--- config.mk ---
export PLATFORM = sky130hd
export DESIGN_NAME = fir_decimate_by_three
export DESIGN_NICKNAME = d
export VERILOG_FILES = /design/src/hw/rtl/fir_dec3_pkg.sv /design/src/hw/rtl/fir_decimate_by_three.sv
export SDC_FILE = /design/constraint.sdc
export NUM_CORES = 2
export LEC_CHECK = 0
export ABC_CLOCK_PERIOD_IN_PS = 7250
export BUFFER_PORTS_ARGS = -buffer_cell sky130_fd_sc_hd__buf_2
export CAP_MARGIN = 20
export CORE_MARGIN = 1.5
export CORE_UTILIZATION = 55
export CTS_CLUSTER_DIAMETER = 80
export DETAILED_ROUTE_END_ITERATION = 7
export GPL_TIMING_DRIVEN = 0
export PLACE_DENSITY = 0.69
export SLEW_MARGIN = 0
export SYNTH_ARGS = -nofsm -noshare
export SYNTH_HDL_FRONTEND = slang
export SYNTH_SLANG_ARGS = --single-unit
--- constraint.sdc ---
create_clock -name clk_i -period 7.25 [get_ports clk_i]
set_clock_uncertainty 0.2 [all_clocks]
set_input_delay 0.3625 -clock clk_i [delete_from_list [all_inputs] [get_ports clk_i]]
set_output_delay 0.3625 -clock clk_i [all_outputs]
set_load 0.005 [all_outputs]
--- src/hw/rtl/fir_dec3_pkg.sv ---
// Shared constants, types and the tap weight table for the decimate-by-three FIR.
`timescale 1ns / 1ps
`default_nettype none

package fir_dec3_pkg;

  localparam int TAPS           = 63;
  localparam int WEIGHT_BITS    = 18;
  localparam int SAMPLE_BITS    = 16;
  localparam int DECIMATION     = 3;
  localparam int DIGIT_BITS     = 4;
  localparam int NUM_DIGITS     = SAMPLE_BITS / DIGIT_BITS;
  localparam int ADDR_BITS      = $clog2(TAPS);
  localparam int DIGIT_CNT_BITS = $clog2(NUM_DIGITS);
  localparam int PHASE_BITS     = $clog2(DECIMATION);
  localparam int ACC_BITS       = SAMPLE_BITS + WEIGHT_BITS + $clog2(TAPS);
  localparam int PROD_BITS      = DIGIT_BITS + 1 + WEIGHT_BITS;
  localparam int QUOT_BITS      = ACC_BITS + 2 - WEIGHT_BITS;

  localparam int CUTOFF_HZ    = 7200;
  localparam int HIGH_RATE_HZ = 48000;

  localparam longint          Q30_ONE         = 64'sd1073741824;
  localparam longint          PI_Q30          = 64'sd3373259426;
  localparam longint unsigned HALF_PI_Q30     = 64'd1686629713;
  localparam longint          BLACKMAN_A0_Q30 = 64'sd450971566;
  localparam longint          BLACKMAN_A2_Q30 = 64'sd85899346;

  typedef enum logic [2:0] {
    ST_IDLE,
    ST_READ,
    ST_LOAD,
    ST_MAC,
    ST_ROUND,
    ST_EMIT
  } state_e;

  typedef logic signed [WEIGHT_BITS-1:0] weight_t;
  typedef weight_t weight_table_t [TAPS];

  // unsigned quotient by shift and subtract; only used while building the table
  function automatic longint unsigned udiv(input longint unsigned num,
                                           input longint unsigned den);
    logic [64:0]     rem;
    longint unsigned quo;
    rem = '0;
    quo = '0;
    for (int b = 63; b >= 0; b--) begin
      rem = {rem[63:0], num[b]};
      if (rem >= {1'b0, den}) begin
        rem    = rem - {1'b0, den};
        quo[b] = 1'b1;
      end
    end
    return quo;
  endfunction

  // num / den, ties away from zero; den > 0
  function automatic longint div_round(input longint num, input longint den);
    longint unsigned mag;
    longint unsigned quo;
    mag = unsigned'((num < 0) ? -num : num);
    quo = udiv(mag + unsigned'(den >>> 1), unsigned'(den));
    return (num < 0) ? -signed'(quo) : signed'(quo);
  endfunction

  // num/den of a turn as a Q32 angle
  function automatic logic [31:0] turn_frac(input longint unsigned num,
                                            input longint unsigned den);
    longint unsigned r;
    r = num - udiv(num, den) * den;
    return 32'(udiv((r << 32) + (den >> 1), den));
  endfunction

  // sin(2*pi*turn/2^32) in Q30, Taylor series on the first quadrant
  function automatic longint sin_q30(input logic [31:0] turn);
    longint unsigned r;
    longint unsigned a;
    longint unsigned x2;
    longint unsigned term;
    longint unsigned dv;
    longint acc;
    r = 64'(turn[29:0]);
    if (turn[30]) r = 64'h4000_0000 - r;
    a = (r * HALF_PI_Q30 + (64'd1 << 29)) >> 30;
    x2 = (a * a + (64'd1 << 29)) >> 30;
    term = a;
    acc = signed'(a);
    for (int i = 1; i <= 7; i++) begin
      dv = 64'((2 * i) * (2 * i + 1));
      term = udiv((term * x2) >> 30, dv);
      if ((i & 1) != 0) acc = acc - signed'(term);
      else acc = acc + signed'(term);
    end
    return turn[31] ? -acc : acc;
  endfunction

  // Blackman-windowed sinc, normalized to unit sum; the div_round steps round half away from zero
  function automatic weight_table_t build_weights();
    weight_table_t tbl;
    longint raw [TAPS];
    longint total;
    longint p2;
    longint ap;
    longint h;
    longint s;
    longint c1;
    longint c2;
    longint w;
    total = 0;
    for (int n = 0; n < TAPS; n++) begin
      p2 = 2 * longint'(n) - longint'(TAPS - 1);
      ap = (p2 < 0) ? -p2 : p2;
      if (ap == 0) begin
        h = div_round(2 * longint'(CUTOFF_HZ) * Q30_ONE, longint'(HIGH_RATE_HZ));
      end else begin
        s = sin_q30(turn_frac(unsigned'(longint'(CUTOFF_HZ) * ap),
                              unsigned'(longint'(2 * HIGH_RATE_HZ))));
        h = div_round(s * 2 * Q30_ONE, PI_Q30 * ap);
      end
      c1 = sin_q30(turn_frac(unsigned'(longint'(n)), unsigned'(longint'(TAPS - 1)))
                   + 32'h4000_0000);
      c2 = sin_q30(turn_frac(unsigned'(longint'(2 * n)), unsigned'(longint'(TAPS - 1)))
                   + 32'h4000_0000);
      w = div_round(BLACKMAN_A0_Q30 * Q30_ONE - c1 * (Q30_ONE >>> 1)
                    + BLACKMAN_A2_Q30 * c2, Q30_ONE);
      raw[n] = div_round(h * w, Q30_ONE);
      total = total + raw[n];
    end
    for (int n = 0; n < TAPS; n++) begin
      if (total > 0) begin
        tbl[n] = WEIGHT_BITS'(div_round(raw[n] * (longint'(1) <<< (WEIGHT_BITS - 1)),
                                        total));
      end else begin
        tbl[n] = (n == 0) ? WEIGHT_BITS'(longint'(1) <<< (WEIGHT_BITS - 1)) : '0;
      end
    end
    return tbl;
  endfunction

  localparam weight_table_t TAP_WEIGHTS = build_weights();

endpackage

`default_nettype wire

--- src/hw/rtl/fir_decimate_by_three.sv ---
// Decimate-by-three FIR / passthrough for 16-bit PCM with a digit-serial MAC.
`timescale 1ns / 1ps
`default_nettype none

// Stream in signed 16-bit samples (tuser = 1 clears history and phase). With
// rate_select = 0 every sample is taken into the result register and then offered
// unchanged from the output register. With rate_select = 1 (reset value) samples go
// into a 63-entry history; two of three are only written there, the third starts a
// filter pass: each tap takes one history read, one load and a 4-bit-by-18-bit
// multiply-accumulate for each of the four sample digits, all through the single
// shared digit multiplier and the single history read port. The input is blocked
// during that pass; a finished result waits in the output register while the next
// sample is taken. History is cleared at reset and by a clear item through per-entry
// valid bits, with no clearing pass. Write rate_select only while idle.
module fir_decimate_by_three (
  input  logic                                 clk_i,
  input  logic                                 rst_ni,
  input  logic                                 cfg_we_i,
  input  logic                                 cfg_wdata_i,      // rate_select
  input  logic                                 s_axis_tvalid_i,
  output logic                                 s_axis_tready_o,
  input  logic [fir_dec3_pkg::SAMPLE_BITS-1:0] s_axis_tdata_i,   // [15:0] sample_in
  input  logic                                 s_axis_tuser_i,   // [0] kind
  input  logic                                 s_axis_tlast_i,   // last_in_buffer
  output logic                                 m_axis_tvalid_o,
  input  logic                                 m_axis_tready_i,
  output logic [fir_dec3_pkg::SAMPLE_BITS-1:0] m_axis_tdata_o,   // [15:0] sample_out
  output logic                                 m_axis_tlast_o    // buffer_end
);

  localparam int SB = fir_dec3_pkg::SAMPLE_BITS;
  localparam int AB = fir_dec3_pkg::ADDR_BITS;
  localparam int CB = fir_dec3_pkg::ACC_BITS;
  localparam int DB = fir_dec3_pkg::DIGIT_BITS;
  localparam int QB = fir_dec3_pkg::QUOT_BITS;

  fir_dec3_pkg::state_e state_q, state_d;

  logic                                  rate_q;
  logic [AB-1:0]                         pos_q, pos_d, pos_next;
  logic [fir_dec3_pkg::PHASE_BITS-1:0]   phase_q, phase_d;
  logic [fir_dec3_pkg::TAPS-1:0]         valid_q, valid_d;
  logic [SB-1:0]                         hist_mem [fir_dec3_pkg::TAPS];
  logic [SB-1:0]                         rd_data_q;
  logic                                  rd_valid_q;
  logic [AB-1:0]                         tap_q, tap_d;
  logic [AB-1:0]                         addr_q, addr_d;
  fir_dec3_pkg::weight_t                 weight_q, weight_d;
  logic [SB-1:0]                         dig_q, dig_d;
  logic [fir_dec3_pkg::DIGIT_CNT_BITS-1:0] dcnt_q, dcnt_d;
  logic signed [CB-1:0]                  acc_q, acc_d;
  logic [SB-1:0]                         res_q, res_d;
  logic                                  res_last_q, res_last_d;
  logic                                  out_valid_q, out_valid_d;
  logic [SB-1:0]                         out_data_q, out_data_d;
  logic                                  out_last_q, out_last_d;

  logic in_xfer, is_clear, hist_wr, produce, slot_free, emit;
  logic last_digit, last_tap;
  logic signed [DB:0]                           digit_ext;
  logic signed [fir_dec3_pkg::PROD_BITS-1:0]    prod;
  logic signed [CB-1:0]                         prod_ext;
  logic signed [CB:0]                           biased;
  logic signed [QB-1:0]                         quot;
  logic                                         fits;
  logic [SB-1:0]                                sat_val;

  assign in_xfer   = s_axis_tvalid_i & s_axis_tready_o;
  assign is_clear  = s_axis_tuser_i;
  assign hist_wr   = in_xfer & ~is_clear & rate_q;
  assign produce   = hist_wr & (phase_q == fir_dec3_pkg::PHASE_BITS'(fir_dec3_pkg::DECIMATION - 1));
  assign slot_free = ~out_valid_q | m_axis_tready_i;
  assign pos_next  = (pos_q == AB'(fir_dec3_pkg::TAPS - 1)) ? '0 : pos_q + AB'(1);
  assign last_digit = (dcnt_q == fir_dec3_pkg::DIGIT_CNT_BITS'(fir_dec3_pkg::NUM_DIGITS - 1));
  assign last_tap   = (tap_q == AB'(fir_dec3_pkg::TAPS - 1));

  // next state
  always_comb begin
    state_d = state_q;
    case (state_q)
      fir_dec3_pkg::ST_IDLE: begin
        if (in_xfer && !is_clear && !rate_q) state_d = fir_dec3_pkg::ST_EMIT;
        else if (produce) state_d = fir_dec3_pkg::ST_READ;
      end
      fir_dec3_pkg::ST_READ:  state_d = fir_dec3_pkg::ST_LOAD;
      fir_dec3_pkg::ST_LOAD:  state_d = fir_dec3_pkg::ST_MAC;
      fir_dec3_pkg::ST_MAC: begin
        if (last_digit) state_d = last_tap ? fir_dec3_pkg::ST_ROUND : fir_dec3_pkg::ST_READ;
      end
      fir_dec3_pkg::ST_ROUND: state_d = fir_dec3_pkg::ST_EMIT;
      fir_dec3_pkg::ST_EMIT: begin
        if (slot_free) state_d = fir_dec3_pkg::ST_IDLE;
      end
      default: state_d = fir_dec3_pkg::ST_IDLE;
    endcase
  end

  // state outputs
  always_comb begin
    s_axis_tready_o = 1'b0;
    emit            = 1'b0;
    case (state_q)
      fir_dec3_pkg::ST_IDLE: s_axis_tready_o = 1'b1;
      fir_dec3_pkg::ST_EMIT: emit = slot_free;
      default: begin
        s_axis_tready_o = 1'b0;
        emit            = 1'b0;
      end
    endcase
  end

  // one digit of the sample times the full weight; top digit carries the sign
  always_comb begin
    if (last_digit) digit_ext = {dig_q[DB-1], dig_q[DB-1:0]};
    else digit_ext = {1'b0, dig_q[DB-1:0]};
    prod     = digit_ext * weight_q;
    prod_ext = CB'(prod);
    prod_ext = prod_ext <<< (DB * dcnt_q);
  end

  // round half away from zero, then saturate
  always_comb begin
    biased = {acc_q[CB-1], acc_q}
             + (CB + 1)'(longint'(1) <<< (fir_dec3_pkg::WEIGHT_BITS - 2))
             - (CB + 1)'(acc_q[CB-1]);
    quot   = biased[CB:fir_dec3_pkg::WEIGHT_BITS-1];
    fits   = (quot[QB-1:SB-1] == '0) || (quot[QB-1:SB-1] == '1);
    sat_val = fits ? quot[SB-1:0] : {quot[QB-1], {(SB - 1){~quot[QB-1]}}};
  end

  always_comb begin
    pos_d       = pos_q;
    phase_d     = phase_q;
    valid_d     = valid_q;
    tap_d       = tap_q;
    addr_d      = addr_q;
    weight_d    = weight_q;
    dig_d       = dig_q;
    dcnt_d      = dcnt_q;
    acc_d       = acc_q;
    res_d       = res_q;
    res_last_d  = res_last_q;
    out_valid_d = out_valid_q;
    out_data_d  = out_data_q;
    out_last_d  = out_last_q;

    if (in_xfer && is_clear) begin
      pos_d   = '0;
      phase_d = '0;
      valid_d = '0;
    end
    if (in_xfer && !is_clear && !rate_q) begin
      res_d      = s_axis_tdata_i;
      res_last_d = s_axis_tlast_i;
    end
    if (hist_wr) begin
      pos_d            = pos_next;
      valid_d[pos_next] = 1'b1;
      phase_d          = produce ? '0 : phase_q + fir_dec3_pkg::PHASE_BITS'(1);
    end
    if (produce) begin
      res_last_d = s_axis_tlast_i;
      tap_d      = '0;
      addr_d     = pos_next;
      acc_d      = '0;
    end

    case (state_q)
      fir_dec3_pkg::ST_READ: weight_d = fir_dec3_pkg::TAP_WEIGHTS[tap_q];
      fir_dec3_pkg::ST_LOAD: begin
        dig_d  = rd_valid_q ? rd_data_q : '0;
        dcnt_d = '0;
      end
      fir_dec3_pkg::ST_MAC: begin
        acc_d  = acc_q + prod_ext;
        dig_d  = dig_q >> DB;
        dcnt_d = dcnt_q + fir_dec3_pkg::DIGIT_CNT_BITS'(1);
        if (last_digit && !last_tap) begin
          tap_d  = tap_q + AB'(1);
          addr_d = (addr_q == '0) ? AB'(fir_dec3_pkg::TAPS - 1) : addr_q - AB'(1);
        end
      end
      fir_dec3_pkg::ST_ROUND: res_d = sat_val;
      default: ;
    endcase

    if (m_axis_tready_i) out_valid_d = 1'b0;
    if (emit) begin
      out_valid_d = 1'b1;
      out_data_d  = res_q;
      out_last_d  = res_last_q;
    end
  end

  always_ff @(posedge clk_i or negedge rst_ni) begin
    if (!rst_ni) begin
      state_q     <= fir_dec3_pkg::ST_IDLE;
      rate_q      <= 1'b1;
      pos_q       <= '0;
      phase_q     <= '0;
      valid_q     <= '0;
      tap_q       <= '0;
      addr_q      <= '0;
      dcnt_q      <= '0;
      out_valid_q <= 1'b0;
    end else begin
      state_q     <= state_d;
      if (cfg_we_i) rate_q <= cfg_wdata_i;
      pos_q       <= pos_d;
      phase_q     <= phase_d;
      valid_q     <= valid_d;
      tap_q       <= tap_d;
      addr_q      <= addr_d;
      dcnt_q      <= dcnt_d;
      out_valid_q <= out_valid_d;
    end
  end

  always_ff @(posedge clk_i) begin
    weight_q   <= weight_d;
    dig_q      <= dig_d;
    acc_q      <= acc_d;
    res_q      <= res_d;
    res_last_q <= res_last_d;
    out_data_q <= out_data_d;
    out_last_q <= out_last_d;
  end

  // history memory: one write, one registered read
  always_ff @(posedge clk_i) begin
    if (hist_wr) hist_mem[pos_next] <= s_axis_tdata_i;
    if (state_q == fir_dec3_pkg::ST_READ) begin
      rd_data_q  <= hist_mem[addr_q];
      rd_valid_q <= valid_q[addr_q];
    end
  end

  assign m_axis_tvalid_o = out_valid_q;
  assign m_axis_tdata_o  = out_data_q;
  assign m_axis_tlast_o  = out_last_q;

`ifndef SYNTHESIS
  a_tap_range: assert property (@(posedge clk_i) disable iff (!rst_ni)
    tap_q <= AB'(fir_dec3_pkg::TAPS - 1) && pos_q <= AB'(fir_dec3_pkg::TAPS - 1))
    else $error("tap or history index out of range");

  a_phase_range: assert property (@(posedge clk_i) disable iff (!rst_ni)
    phase_q < fir_dec3_pkg::PHASE_BITS'(fir_dec3_pkg::DECIMATION))
    else $error("phase counter out of range");

  a_pass_start: assert property (@(posedge clk_i) disable iff (!rst_ni)
    produce |=> state_q == fir_dec3_pkg::ST_READ && tap_q == '0 && acc_q == '0)
    else $error("filter pass did not start clean");

  a_round_after_sweep: assert property (@(posedge clk_i) disable iff (!rst_ni)
    state_q == fir_dec3_pkg::ST_ROUND |->
      $past(state_q) == fir_dec3_pkg::ST_MAC && $past(last_tap) && $past(last_digit))
    else $error("rounding before the last tap was accumulated");

  a_emit_loads_output: assert property (@(posedge clk_i) disable iff (!rst_ni)
    emit |=> out_valid_q && state_q == fir_dec3_pkg::ST_IDLE)
    else $error("result not moved to output register");
`endif

endmodule

`default_nettype wire

==> tab_implementation.tex <==
\begin{tabular}{lr}
\hline
Metric & Value \\
\hline
\multicolumn{2}{l}{\textbf{Outcome}} \\
Outcome & finished, violations left \\
Violations in the final reports & design-rule violations, negative setup slack \\
\multicolumn{2}{l}{\textbf{Logic synthesis}} \\
Share of the synthesized area in compound gates (AO/OA/AOI/OAI) & 0.0690 \\
Post-synthesis share of cell area spent on and, or, nand and nor gates & 0.0617 \\
Portion of netlist area occupied by mux cells & 0.140 \\
Portion of the post-synthesis area used by sequential elements & 0.646 \\
Yosys Warn Count & 0 \\
Share of the synthesized netlist area taken by xor and xnor gates & 0.0109 \\
Leading register cell type out of synthesis & sky130\_fd\_sc\_hd\_\_edfxtp\_1 \\
Count of mapped cells out of synthesis & approximately 3500 \\
Dominant combinational cell family by area after synthesis & multiplexers \\
Cell variety after synth & 90 \\
Number of nets in the synthesized netlist & around 3700 \\
\#FFs+latches synth & about 1200 \\
Cell area after synthesis & $\sim$56000 um\^{}2 \\
Mean post-synth cell area & 15.9 um\^{}2 \\
Post-Synth Adder-Cell Area & 0.0499 \\
Proportion of register bits with asynchronous set or reset after synthesis & 0.0737 \\
Number of enable-type register cells in the synthesized netlist & between 1000 and 1500 \\
\multicolumn{2}{l}{\textbf{Finish}} \\
Final cell count without fillers & about 5300 \\
Layout-stage area growth over the synthesis result & 15.8\% \\
Net total in the final layout & between 4000 and 5000 \\
Share of the core filled with cells in the final layout & 0.646 \\
Fraction of layout instances using a drive strength above 1 & 0.222 \\
Number of antenna cells inserted & 0 \\
\multicolumn{2}{l}{\textbf{Die}} \\
Number of placement rows & between 100 and 150 \\
Die height & 322 um \\
Area of the die & about 100000 um\^{}2 \\
Core Box Area & 101000 um\^{}2 \\
Starting density of the core & 0.558 \\
Number of placed I/O pins & 43 \\
Die span in x & about 320 um \\
\multicolumn{2}{l}{\textbf{Placed design}} \\
Port bufs & 42 \\
Gp weighted congestion & around 0.97 \\
Post-detail-place hpwl & 102000 um \\
Total placed cells including tap cells & 5018 \\
\multicolumn{2}{l}{\textbf{Drt}} \\
Number of vias per cell & roughly 6.3 \\
Number of violations reported at the end of detailed-routing iteration 0 & $\sim$3800 \\
Detailed-routing iteration count for the pre-antenna-repair pass & 8 \\
Count of antenna-violating nets left after detailed routing & 0 \\
Detailed-route via count & 33400 \\
Final routed wire length divided by cell count & between 20 and 30 um \\
DRC & 1 \\
Final routed wirelength across all metal layers & $\sim$150000 um \\
\multicolumn{2}{l}{\textbf{Setup path}} \\
Delay of the slowest cell on the worst path & between 0.5 and 0.6 ns \\
Kind of cell with the highest combined delay on the critical path & compound AO/OA/AOI/OAI gates \\
Required time of the critical path & roughly 7.5 ns \\
Worst setup path category & reg -> reg \\
Biggest fanout along the worst timing path & 6 \\
Cell at the slowest stage of the critical path & sky130\_fd\_sc\_hd\_\_fa\_1 \\
Worst Path Buf+Inv & 4 \\
Worst Setup End Kind & flip-flop \\
Element type at the critical path start & flip-flop \\
Arrival time worst endpoint & between 7 and 8 ns \\
\multicolumn{2}{l}{\textbf{Timing}} \\
Minimum clock period after layout & between 7 and 8 ns \\
Final critical-path setup slack & -0.0197 ns \\
Final critical-path share of the clock period & 1.00 \\
Number of pins exceeding their max-slew limit in the final report & 0 \\
Transition time at the pin with the least slew margin & roughly 1.2 ns \\
Number of failing hold endpoints at the final stage & 0 \\
Worst Hold Margin & roughly 0.043 ns \\
Maximum operating frequency & 138 MHz \\
Setup repair after global routing missed its margin & yes \\
Slew headroom & 0.207 \\
Final number of setup-violating endpoints & 1 \\
\multicolumn{2}{l}{\textbf{GRT}} \\
Total track usage & 0.288 \\
Number of global-route vias before repair & roughly 33000 \\
Pin count of the biggest net entering global routing & 65 \\
Antenna violations before repair & 2 \\
Global-route wire length before repair & between 200000 and 250000 um \\
Final global-route overflow total & 0 \\
\multicolumn{2}{l}{\textbf{Clock network}} \\
Number of buffers on the longest clock path & 3 \\
Clock transition at path regs & around 0.060 ns \\
Clock latency at the later pin of the worst-skew pair & 0.73 ns \\
Number of buffers added by the clock tree synthesis step & 120 \\
Cell chosen for the clock root & sky130\_fd\_sc\_hd\_\_clkbuf\_16 \\
Max H-tree Level & 3 \\
CTS tree & built \\
\# clock sinks & approximately 1200 \\
\multicolumn{2}{l}{\textbf{Power}} \\
Pwr per Cell Area & between 200 and 250 nW/um\^{}2 \\
Worst supply voltage drop on vdd & 0.000234 V \\
Static Leak & 23.3 nW \\
\multicolumn{2}{l}{\textbf{Worst hold path}} \\
Class of the worst hold path & in -> reg \\
\multicolumn{2}{l}{\textbf{Run}} \\
Max Cap Viol & 0 \\
\hline
\end{tabular}
-- synth_stat cells (all sizes together), types with 81 or more instances --
master  count  area, um^2
mux2i      81         811
dfrtp      89        2230
clkbuf    117         439
a21o      111         833
a21oi     157         801
edfxtp   1131       34000
inv       172         646
nor2      235         887
mux4      300        6760
nand2     178         668
o21ai     125         629
ha        134        1680
-- final timing paths --
path	startpoint	cells past startpoint	slack [ns]	to
max in group asynchronous	rst_ni	4	4.77	valid_q[19]$_DFF_PN0_
max reg2reg	dcnt_q[1]$_DFFE_PN0P_	33	-0.02	acc_q[39]$_SDFFCE_PN0P_
min	s_axis_tdata_i[1]	1	0.04	hist_mem[16][1]$_DFFE_PP_
max	dcnt_q[1]$_DFFE_PN0P_	33	-0.02	acc_q[39]$_SDFFCE_PN0P_
min in group asynchronous	rst_ni	3	0.47	valid_q[15]$_DFF_PN0_
min reg2reg	res_q[15]$_DFFE_PP_	0	0.21	m_axis_tdata_o[15]$_DFFE_PP_
-- final cells by class --
type / instances / area [um^2]
Clock inverter: 66 / 683
Sequential cell: 1221 / 36200
Buffer: 166 / 688
Multi-Input combinational cell: 1968 / 19200
Inverter: 173 / 649
Fill cell: 7027 / 35600
Timing Repair Buffer: 201 / 2510
Tap cell: 1357 / 1700
Clock buffer: 158 / 3290
-- sequential cells by signal, summed over array words and instances (netlist names), 2 cells and up --
name            cells
hist_mem         1008
valid_q            63
acc_q              40
dig_q              16
m_axis_tdata_o     16
rd_data_q          16
res_q              16
weight_q           16
addr_q              6
pos_q               6
tap_q               6
state_q             3
dcnt_q              2
phase_q             2
-- cell families (layout without fill, tap and decap cells) --
logic type,Yosys count,count (layout)
XOR/XNOR,70,70
AO/OA/AOI/OAI,584,584
flip-flops,1221,1221
AND/OR/NAND/NOR,720,720
multiplexers,404,404
buffers and inverters,339,764
adder cells (fa/ha/maj),190,190
-- placed cells by master (no fill, tap or decap), types with 56 or more instances in the layout --
cell,netlist,routed
sky130_fd_sc_hd__edfxtp_1,1131,1131
sky130_fd_sc_hd__mux4_2,300,300
sky130_fd_sc_hd__nand2_1,178,176
sky130_fd_sc_hd__inv_1,172,172
sky130_fd_sc_hd__nor2_1,233,168
sky130_fd_sc_hd__a21oi_1,155,137
sky130_fd_sc_hd__clkbuf_1,117,136
sky130_fd_sc_hd__ha_1,134,120
sky130_fd_sc_hd__clkbuf_16,0,120
sky130_fd_sc_hd__a21o_1,111,111
sky130_fd_sc_hd__o21ai_0,119,108
sky130_fd_sc_hd__dfrtp_1,89,88
sky130_fd_sc_hd__mux2i_1,81,81
sky130_fd_sc_hd__and2_1,72,69
sky130_fd_sc_hd__nor2_2,2,67
sky130_fd_sc_hd__fa_1,56,56
-- through the flow --
step	worst slack [ns]	total power, mW	TNS [ns]	cell area [um^2]
after floorplan	0.0202	7.84	0	56100
after global placement	-1.08	7.96	-10.24	58000
after detailed placement	-1.15	7.98	-11.44	59800
after CTS	-0.0282	14.2	-0.0282	64500
after global routing	-0.246	14.4	-0.476	64900
final	-0.0197	14.1	-0.0197	64900
-- repair_timing --
item	in CTS	in global routing
hold buffers	15	3
pin swaps	40	49
hold endpoints to repair	195	33
setup buffers	31	13
endpoints found under the setup margin	21	16
gates resized for setup	56	51
-- power breakdown --
group | internal (mW) | switching [mW] | total (mW) | leakage [nW]
clock network | 3.61 | 2.66 | 6.27 | 1.93
logic | 0.0346 | 0.123 | 0.158 | 10.1
registers | 7.68 | 0.00141 | 7.68 | 11.3
-- per-layer routing --
layer | vias up | global-route usage | share of wire
met1 | 17200 | 0.399 | 0.39
met4 | 0 | 0.107 | 0.038
met2 | 1555 | 0.462 | 0.48
met3 | 275 | 0.0490 | 0.087
li1 | 14400 | - | -
met5 | - | 0 | 0
No activity file was read; power rests on OpenSTA's default activity.
